[config.mk]
export PLATFORM = sky130hd
export DESIGN_NAME = plc_merge
export DESIGN_NICKNAME = d
export VERILOG_FILES = /design/src/design/partial_likelihood_combine_top_macros.svh /design/src/design/plc_pkg.sv /design/src/design/plc_merge.sv
export SDC_FILE = /design/constraint.sdc
export NUM_CORES = 1
export LEC_CHECK = 0
export ABC_AREA = 1
export ABC_CLOCK_PERIOD_IN_PS = 1460
export BUFFER_PORTS_ARGS = -buffer_cell sky130_fd_sc_hd__buf_2
export CAP_MARGIN = 10
export CORE_MARGIN = 2
export CORE_UTILIZATION = 38
export CTS_BUF_LIST = sky130_fd_sc_hd__clkbuf_8
export DETAILED_ROUTE_END_ITERATION = 12
export GPL_TIMING_DRIVEN = 1
export HOLD_SLACK_MARGIN = 0.06
export PLACE_DENSITY = 0.77
export REMOVE_ABC_BUFFERS = 1
export SETUP_SLACK_MARGIN = 0.4
export SLEW_MARGIN = 25
export SYNTH_ARGS = -nofsm -noshare
export SYNTH_HDL_FRONTEND = slang
export SYNTH_SLANG_ARGS = --single-unit
[constraint.sdc]
create_clock -name clk_i -period 1.46 [get_ports clk_i]
set_input_delay 0.073 -clock clk_i [delete_from_list [all_inputs] [get_ports clk_i]]
set_output_delay 0.073 -clock clk_i [all_outputs]
set_load 0.05 [all_outputs]
[src/design/partial_likelihood_combine_top_macros.svh]
// Assertion helpers for the top-level design file.
`ifndef PARTIAL_LIKELIHOOD_COMBINE_TOP_MACROS_SVH
`define PARTIAL_LIKELIHOOD_COMBINE_TOP_MACROS_SVH

// Same-cycle implication, checked outside reset.
`define PLC_ASSERT_IMP(lbl, ante, cons) \
  lbl: assert property (@(posedge clk_i) disable iff (!rst_ni) (ante) |-> (cons)) \
    else $error("plc: implication check failed");

// Next-cycle implication, checked outside reset.
`define PLC_ASSERT_NXT(lbl, ante, cons) \
  lbl: assert property (@(posedge clk_i) disable iff (!rst_ni) (ante) |=> (cons)) \
    else $error("plc: next-cycle check failed");

`endif

[src/design/plc_pkg.sv]
package plc_pkg;

  localparam int NumStates = 4;
  localparam int QW        = 16;
  localparam int CfgIdxW   = 2;
  localparam int RowW      = NumStates * QW;
  localparam int InDataW   = 2 * RowW;
  localparam int OutDataW  = RowW;

  localparam logic [QW-1:0] QMax = '1;

  typedef logic [QW-1:0]               q_t;
  typedef q_t   [NumStates-1:0]        vec_t;

  // per-stage load enables handed to every lane
  typedef struct packed {
    logic s1;
    logic s2;
    logic s3;
  } stage_en_t;

endpackage

[src/design/plc_merge.sv]
module plc_merge (
  input  logic                            clk_i,
  input  logic                            rst_ni,
  input  plc_pkg::vec_t                   lane_res_i,
  input  logic                            valid_i,
  output logic                            load_o,
  output logic                            m_axis_tvalid,
  input  logic                            m_axis_tready,
  // out_a, out_c, out_g, out_t from bit 0 up
  output logic [plc_pkg::OutDataW-1:0]    m_axis_tdata
);

  logic          out_valid_q;
  plc_pkg::vec_t out_data_q;

  // output register frees when empty or taken this cycle
  assign load_o = !out_valid_q || m_axis_tready;

  always_ff @(posedge clk_i or negedge rst_ni) begin
    if (!rst_ni) begin
      out_valid_q <= 1'b0;
    end else if (load_o) begin
      out_valid_q <= valid_i;
    end
  end

  always_ff @(posedge clk_i) begin
    if (load_o) begin
      out_data_q <= lane_res_i;
    end
  end

  assign m_axis_tvalid = out_valid_q;
  assign m_axis_tdata  = out_data_q;

endmodule

==> flow_summary.toml, run 1 <==
[timing]
setup_viol = 0
max_freq_mhz = 894
finalCritPeriodShare_pct = 76.6
slew_headroom_pct = 82.0
finClkSkew_ps = 9.86
rsz0062_at_grt = "true"
hold_ws_ps = 199
worst_slew_pin_slew_ps = 271
setup_slack_ps = 342
slew_violations = 0
hold_viol_final = 0
fin_crit_ps = 1120
timing.setup.tns_ps = 0

[cells_and_area]
final.fill_count = 271
diodes = 0
syn2layout_area_growth_pct = 92.9
drive_gt1_share_pct = 53.4
fin_util_pct = 75.3
nNetsFinal = 354

[clock_tree]
insertion_delay_ps = 340
clockBufferDepth = 2
cts.clk_slew.worst_paths_ps = 70
h-tree-depth = 3
cts_tree = "done"
cts.sinks = 65
cts-root-buf = "clkbuf_8"
cts_inserted_buffers = 9

[die]
die_h_um = 75.9
io_pins = 134
die_width_um = 75.9
coreArea_um2 = 5040
die_area_um2 = 5770
placementRows = 26
initial_core_util_pct = 39.0

[setup_path]
path_class = "reg -> reg"
worstPathRequired_ps = 1500
crit_path_start_kind = "register"
timing.reg2reg.setup_slack_ps = 340
critPathArrivalTime_ps = 1160
rr_startpoint = "m_axis_tvalid$_DFFE_PN0P_"
reg2reg_depth = 3
end_kind = "register"
worstReg2RegEnd = "m_axis_tdata[24]$_DFFE_PP_"
path_max_fanout = 21

[grt]
grt_pass1_wl_um = 9280
grt.total_usage_pct = 22.5
antenna_found_initial = 0
gr-total-overflow = 0
grt_pass1_vias = 1784
grt_max_degree = 22

[place]
place_hpwl_um = 2870
dp_slack_ps = 293
gp_congestion = 0.690
numPortBuffers = 133

[power_and_ir_drop]
p_int_w = 0.00381
power_density_nw_per_um2 = 1360
switchingPower_w = 0.00133
pwr-share-comb_pct = 18.4
peakVddDrop_uv = 860
power_leakage_nw = 1.66
switching_share_pct = 25.9
seq_power_share_pct = 43.7
power_w = 0.00515
clkPwrFrac_pct = 38.0

[job]
maxCapViolCount = 0

[detailed_routing]
route.detailed.drc = 0
dr.first_iter.drc_count = 58
via_per_inst = 4.33
firstDrtPassIters = 4
routedWlPerCell_um = 17.4
wl_um = 6260
drtAntennaViolNets = 0
vias = 1560

[synth]
synth_area_leaders = "edfxtp_1, dfrtp_1, nand2_2"
ys_warn_count = 0
synthCells = 69
synth_area_um2 = 1970
ys_seq_area_share_pct = 99.0
synth.avg_cell_area_um2 = 28.5
yosysTopAreaCell = "edfxtp_1"
synth_top_area_share_pct = 97.7
synth.ff_latch_count = 65
synthDistinctLibCells = 4

[min_path]
whs_endpoint = "m_axis_tvalid$_DFFE_PN0P_"
min-delay-start = "m_axis_tready"
worstHoldPathCells = 5
hp-class = "in -> reg"

[status]
status = "complete, no violations"
==> sequential cells by signal (all words and copies together), names as in the netlist <==
signal and flops:
m_axis_tdata 64, m_axis_tvalid 1
==> cells in the mapped netlist <==
| cell type | n |
|---|---|
| dfrtp_1 | 1 |
| edfxtp_1 | 64 |
| inv_1 | 2 |
| nand2_2 | 2 |
==> metrics by stage <==
step	area, um2	instances
2_1_floorplan	1970	69
3_3_place_gp	2780	275
3_5_place_dp	2780	275
4_1_cts	3750	360
5_1_grt	3790	360
6_report	3790	360
==> cell families after synthesis <==
family,Yosys count,share of synthesized area [%]
buf+inv,2,0.382
flops,65,99.0
simple gates,2,0.636
==> cells in the final DEF, fill, tap and decap left out, drive strengths merged <==
cell	netlist	final
edfxtp	64	64
clkbuf	0	12
buf	0	136
nand2	2	2
inv	2	2
dlygate4sd3	0	67
clkinv	0	1
bufinv	0	4
clkinvlp	0	1
dfrtp	1	1
==> per-layer routing <==
layer	share of wire, %	up-vias	global-route usage, %
met1	35	725	22.4
met2	53	112	40.6
li1	-	709	-
met5	0	-	0
met3	10	14	9.05
met4	2.1	0	10.9
==> repair_timing <==
| item | CTS | global route |
|---|---|---|
| hold buffers | 67 | 0 |
| setup buffers | 3 | 0 |
| hold endpoints to repair | 66 | 0 |
| setup endpoints to repair | 59 | 71 |
| pin swaps | 1 | 0 |
| resized for setup | 3 | 23 |
==> worst max-delay path, stage by stage (launching register included) <==
cell and delay (ps):
dfrtp_1 420, nand2_4 120, buf_12 130, buf_12 160
==> power by group through the flow <==
stage / clock (W) / combinational (W) / sequential (W)
3_5_place_dp: 0 / 0.000751 / 0.00227
2_1_floorplan: 0 / 0.0000433 / 0.00274
3_3_place_gp: 0 / 0.000745 / 0.00227
6_report: 0.00195 / 0.000945 / 0.00225
5_1_grt: 0.00208 / 0.000976 / 0.00226
4_1_cts: 0.00197 / 0.000908 / 0.00224
==> worst max-delay path by stage <==
| stage | startpoint | to | slack [ps] |
|---|---|---|---|
| after floorplan | m_axis_tvalid$_DFFE_PN0P_ | m_axis_tdata[0]$_DFFE_PP_ | -600 |
| after global placement | m_axis_tvalid$_DFFE_PN0P_ | m_axis_tdata[24]$_DFFE_PP_ | 300 |
| after detailed placement | m_axis_tvalid$_DFFE_PN0P_ | m_axis_tdata[10]$_DFFE_PP_ | 290 |
| after CTS | m_axis_tvalid$_DFFE_PN0P_ | load_o | 370 |
| after global routing | m_axis_tvalid$_DFFE_PN0P_ | m_axis_tdata[24]$_DFFE_PP_ | 320 |
| final | m_axis_tvalid$_DFFE_PN0P_ | m_axis_tdata[24]$_DFFE_PP_ | 340 |
==> cell type report <==
| type | instances | area, um2 | share of cell area, % |
|---|---|---|---|
| Clock buffer | 9 | 124 | 3.26 |
| Clock inverter | 6 | 131 | 3.46 |
| Inverter | 2 | 7.51 | 0.198 |
| Multi-Input combinational cell | 2 | 17.5 | 0.462 |
| Sequential cell | 65 | 1950 | 51.3 |
| Tap cell | 70 | 87.6 | 2.31 |
| Timing Repair Buffer | 206 | 1480 | 39.0 |
No activity file was read; power rests on OpenSTA's default activity.
==> run 2: changes to the inputs <==
--- a/config.mk
+++ b/config.mk
@@ -6,7 +6,7 @@
 export NUM_CORES = 1
 export LEC_CHECK = 0
 export ABC_AREA = 1
-export ABC_CLOCK_PERIOD_IN_PS = 1460
+export ABC_CLOCK_PERIOD_IN_PS = 1000
 export BUFFER_PORTS_ARGS = -buffer_cell sky130_fd_sc_hd__buf_2
 export CAP_MARGIN = 10
 export CORE_MARGIN = 2
==> constraint.sdc (replaced) <==
create_clock -name clk_i -period 1 [get_ports clk_i]
set_input_delay 0.05 -clock clk_i [delete_from_list [all_inputs] [get_ports clk_i]]
set_output_delay 0.05 -clock clk_i [all_outputs]
set_load 0.05 [all_outputs]
==> run 2 against run 1 <==
Net effect:
- the run now ends with hold timing, setup timing left
- combinational power increased by 83%
- routed wire length increased by 28%
- clock skew up 1.3 ps
- cell area up 14%
- utilization increased by 10 points
- global-route usage up 2.4 points
- sequential share of layout area fell by 6.3 points
- count of clock-buffer cells in the layout unchanged
- via count is 7.2% higher
- worst setup slack lost 530 ps
- die area stayed put
- hold slack got worse by 290 ps
- critical path type unchanged
==> flow_summary.toml, run 2 (synthesized netlist as in run 1, its figures left out) <==
[place]
gp_congestion = 0.694
numPortBuffers = 133
dp.cells = 275

[cells_and_area]
final-seq-area_um2 = 1950
fin_cells = 362
nNetsFinal = 355
drive_gt1_share_pct = 55.5
fin_util_pct = 85.7
final_cell_mix = "buf_2, buf_6, edfxtp_1"
diodes = 0
multi_input_area_um2 = 22.5
final.fill_count = 205
syn2layout_area_growth_pct = 120
largest_reg_flops = 64

[clock_tree]
insertion_delay_ps = 330
cts_inserted_buffers = 9
h-tree-depth = 3
cts.clk_slew.worst_paths_ps = 70
cts_tree = "done"
cts.sinks = 65
cts-root-buf = "clkbuf_8"
clockBufferDepth = 2

[timing]
slew_violations = 0
finClkSkew_ps = 11.2
hold_ws_ps = -95.3
rsz0062_at_grt = "true"
fin_crit_ps = 1190
setup_viol = 73
setup_slack_ps = -190
worst_slew_pin_slew_ps = 170
max_freq_mhz = 840
hold_viol_final = 5
finalCritPeriodShare_pct = 119
slew_headroom_pct = 88.7

[die]
die_width_um = 75.9
placementRows = 26
coreArea_um2 = 5040
die_h_um = 75.9
io_pins = 134
die_area_um2 = 5770
initial_core_util_pct = 39.0

[status]
violations = "hold timing, setup timing"
status = "finished, violations left"

[power_and_ir_drop]
power_density_nw_per_um2 = 1730
power_leakage_nw = 2.18
peakVddDrop_uv = 1590

[grt]
grt_pass1_vias = 1891
gr-total-overflow = 0
grt_pass1_wl_um = 10400
antenna_found_initial = 0
grt.total_usage_pct = 24.9
grt_max_degree = 22

[detailed_routing]
routedWlPerCell_um = 22.2
vias = 1672
route.detailed.drc = 0
via_per_inst = 4.62
drtAntennaViolNets = 0
dr.first_iter.drc_count = 108
wl_um = 8030
firstDrtPassIters = 4

[min_path]
hp-class = "in -> reg"
min-delay-start = "lane_res_i[24]"

[job]
maxCapViolCount = 0

[setup_path]
path_class = "reg -> reg"
path_max_fanout = 7
end_kind = "register"
rr_startpoint = "m_axis_tvalid$_DFFE_PN0P_"
cp-startpoint = "m_axis_tvalid$_DFFE_PN0P_"
critPathArrivalTime_ps = 1240
crit_path_start_kind = "register"
worstPathRequired_ps = 1050
-- run 2: cell count changes in the layout (fill, tap and decap cells not counted), moves of 2 or more --
| cell | delta |
|---|---|
| buf_4 | -5 |
| buf_6 | +64 |
| buf_16 | +4 |
| clkbuf_4 | -3 |
| dlygate4sd3_1 | -45 |
| clkinv_2 | +2 |
| dlymetal6s4s_1 | +39 |
| buf_2 | -54 |
| bufinv_16 | -2 |
-- run 2: area by class of cell --
type,count,area share [%]
clock buffer,9,2.87
sequential,65,45.0
inverter,2,0.174
clock inverter,7,1.97
multi-input combinational,2,0.521
timing repair buffer,207,47.4
tap,70,2.03
-- run 2: worst max-delay path: stages (launching register included) --
cell and delay (ps):
dfrtp_1 420, nand2_4 120, buf_12 140, buf_12 110, buf_16 120
-- run 2: metal layers --
metal	wire (um)	track usage (%)	part of all wire, %
met5	0	0	0
met4	80	10.5	1.0
met3	757	10.2	9.4
met2	4370	43.7	54
met1	2820	26.6	35
-- run 2: report_power, final --
group / switching, W / internal (W)
Combinational: 0.000970 / 0.000756
Sequential: 0.000119 / 0.00323
Clock: 0.00103 / 0.00138
Total: 0.00212 / 0.00536
-- run 2: path summary, 6_finish.rpt --
kind	to	slack (ps)	depth (start not counted)
min in group asynchronous	m_axis_tvalid$_DFFE_PN0P_	40	2
worst min-delay path	m_axis_tdata[24]$_DFFE_PP_	-100	1
worst max register to register	m_axis_tdata[11]$_DFFE_PP_	-190	4
worst max-delay path	m_axis_tdata[11]$_DFFE_PP_	-190	4
worst min register to register	m_axis_tdata[18]$_DFFE_PP_	930	3
max in group asynchronous	m_axis_tvalid$_DFFE_PN0P_	870	2
-- run 2: metrics by stage --
| stage | instance area [um2] | total power [W] | TNS [ps] | setup slack [ps] | hold WS [ps] |
|---|---|---|---|---|---|
| 4_1_cts | 4150 | 0.00728 | -5900 | -132 | -111 |
| 6_report | 4320 | 0.00748 | -8240 | -190 | -95.3 |
| 3_3_place_gp | 2780 | 0.00440 | -1370 | -71.9 | -171 |
| 2_1_floorplan | 1970 | 0.00407 | -69160 | -1060 | -246 |
| 5_1_grt | 4320 | 0.00767 | -9560 | -200 | -105 |
| 3_5_place_dp | 2780 | 0.00442 | -1910 | -79.5 | -171 |
-- run 2: repair_timing --
item,CTS,global route
gates resized for setup,137,45
hold buffers,59,2
pin swaps,1,0
cloned,3,1
endpoints found under the setup margin,131,170
hold endpoints to repair,66,8
setup buffers,5,1
==> run 3: changes to the inputs <==
==> constraint.sdc (replaced) <==
create_clock -name clk_i -period 1 [get_ports clk_i]
set_input_delay 0.1 -clock clk_i [delete_from_list [all_inputs] [get_ports clk_i]]
set_output_delay 0.1 -clock clk_i [all_outputs]
set_load 0.05 [all_outputs]
==> run 3 against run 2 <==
Net effect:
- the flow still finishes with violations (hold timing, setup timing)
- register-to-register slack gained 90 ps
- first-iteration DRC count shrank 76%
- utilization shrank 17 points
- non-clock buffer count shrank 65
- combinational power shrank 21%
- worst setup slack gained 88 ps
- total power shrank 6.5%
- via count shrank 24%
- clock power shrank 4%
- critical path depth shrank 1
- critical endpoint is now m_axis_tdata[39]$_DFFE_PP_
- highest routed layer unchanged
==> flow_summary.toml, run 3 (synthesized netlist as in run 1, its figures left out) <==
[cells_and_area]
final.fill_count = 317
drive_gt1_share_pct = 69.6
fin_cells = 297
nNetsFinal = 290
fin_area_um2 = 3480
diodes = 0
largest_reg_flops = 64
final_cell_mix = "buf_2, buf_6, edfxtp_1"
final_common_cell = "buf_2"
syn2layout_area_growth_pct = 76.7

[grt]
antenna_found_initial = 0
grt_max_degree = 22
gr-total-overflow = 0
grt.total_usage_pct = 17.6
grt_pass1_wl_um = 7310
grt_pass1_vias = 1489

[clock_tree]
cts-root-buf = "clkbuf_8"
cts_inserted_buffers = 9
cts.sinks = 65
clockBufferDepth = 2
h-tree-depth = 3
cts_tree = "done"
insertion_delay_ps = 320
cts.clk_slew.worst_paths_ps = 70
holdBufCountCts = 1

[die]
die_area_um2 = 5770
die_width_um = 75.9
placementRows = 26
die_h_um = 75.9
io_pins = 134
coreArea_um2 = 5040
initial_core_util_pct = 39.0

[setup_path]
critPathArrivalTime_ps = 1130
path_class = "reg -> reg"
cp-startpoint = "m_axis_tvalid$_DFFE_PN0P_"
end_kind = "register"
reg2reg_depth = 3
endpoint = "m_axis_tdata[39]$_DFFE_PP_"
rr_startpoint = "m_axis_tvalid$_DFFE_PN0P_"
crit_path_start_kind = "register"
worstReg2RegEnd = "m_axis_tdata[39]$_DFFE_PP_"
worstPathRequired_ps = 1030
path_max_fanout = 21
timing.reg2reg.setup_slack_ps = -100

[status]
violations = "hold timing, setup timing"
status = "finished, violations left"

[timing]
hold_ws_ps = -55.5
rsz0062_at_grt = "true"
finClkSkew_ps = 6.14
setup_viol = 70
max_freq_mhz = 908
slew_headroom_pct = 90.3
timing.setup.tns_ps = -5550
setup_slack_ps = -102
finalCritPeriodShare_pct = 110
worst_slew_pin_slew_ps = 147
slew_violations = 0
fin_crit_ps = 1100
hold_viol_final = 64

[place]
numPortBuffers = 133
gp_congestion = 0.704
place_hpwl_um = 3230
placed_area_um2 = 2800
dp.cells = 278

[power_and_ir_drop]
power_w = 0.00700
power_density_nw_per_um2 = 2010
power_leakage_nw = 1.51
peakVddDrop_uv = 1370

[detailed_routing]
routedWlPerCell_um = 15.9
firstDrtPassIters = 3
via_per_inst = 4.28
vias = 1270
dr.first_iter.drc_count = 26
drtAntennaViolNets = 0
wl_um = 4730
route.detailed.drc = 0

[min_path]
hp-class = "in -> reg"

[job]
maxCapViolCount = 0
[run 3: metrics by stage]
stage	setup WS, ps	hold slack, ps	util [%]
2_1_floorplan	-1060	-196	-
3_3_place_gp	-79.3	-124	55.6
3_5_place_dp	-93.5	-122	55.6
4_1_cts	-110	-75.1	68.9
5_1_grt	-143	-87.0	68.9
6_report	-102	-55.5	68.9
[run 3: routing by layer]
metal,up-vias,GRT usage (%),wire length (um)
met5,-,0,0
met3,11,10.7,547
met2,85,31.2,2620
met1,593,15.9,1470
li1,581,-,-
met4,0,7.82,94
[run 3: worst min path at each step]
| stage | to | slack [ps] | start | cells after the start |
|---|---|---|---|---|
| 6_report | m_axis_tdata[59]$_DFFE_PP_ | -60 | lane_res_i[59] | 1 |
| 5_1_grt | m_axis_tdata[45]$_DFFE_PP_ | -90 | lane_res_i[45] | 1 |
| 4_1_cts | m_axis_tdata[17]$_DFFE_PP_ | -80 | lane_res_i[17] | 1 |
| 3_5_place_dp | m_axis_tvalid$_DFFE_PN0P_ | -120 | rst_ni | 1 |
| 3_3_place_gp | m_axis_tvalid$_DFFE_PN0P_ | -120 | rst_ni | 1 |
| 2_1_floorplan | m_axis_tvalid$_DFFE_PN0P_ | -200 | rst_ni | 0 |
[run 3: final cells by class]
| cell class | count | area (um2) | share of cell area [%] |
|---|---|---|---|
| Clock buffer | 9 | 124 | 3.56 |
| Clock inverter | 7 | 86.3 | 2.48 |
| Inverter | 2 | 7.51 | 0.216 |
| Multi-Input combinational cell | 2 | 17.5 | 0.504 |
| Sequential cell | 65 | 1950 | 56.0 |
| Tap cell | 70 | 87.6 | 2.52 |
| Timing Repair Buffer | 142 | 1210 | 34.7 |
[run 3: critical path: stages (launching register included)]
cell and delay (ps):
dfrtp_1 410, nand2_4 110, buf_12 130, buf_12 150
[run 3: what timing repair did]
item,in CTS,in global routing
buffers inserted,2,0
setup endpoints to repair,131,131
pin swaps,1,0
hold endpoints to repair,66,65
cloned,0,0
resized for setup,135,0
[run 3: power by group]
group          leakage (nW)  switching, W  total (W)  internal, W
clock network         0.110      0.000936    0.00232      0.00138
registers             0.654     0.0000908    0.00332      0.00322
logic                 0.748      0.000867    0.00137     0.000500
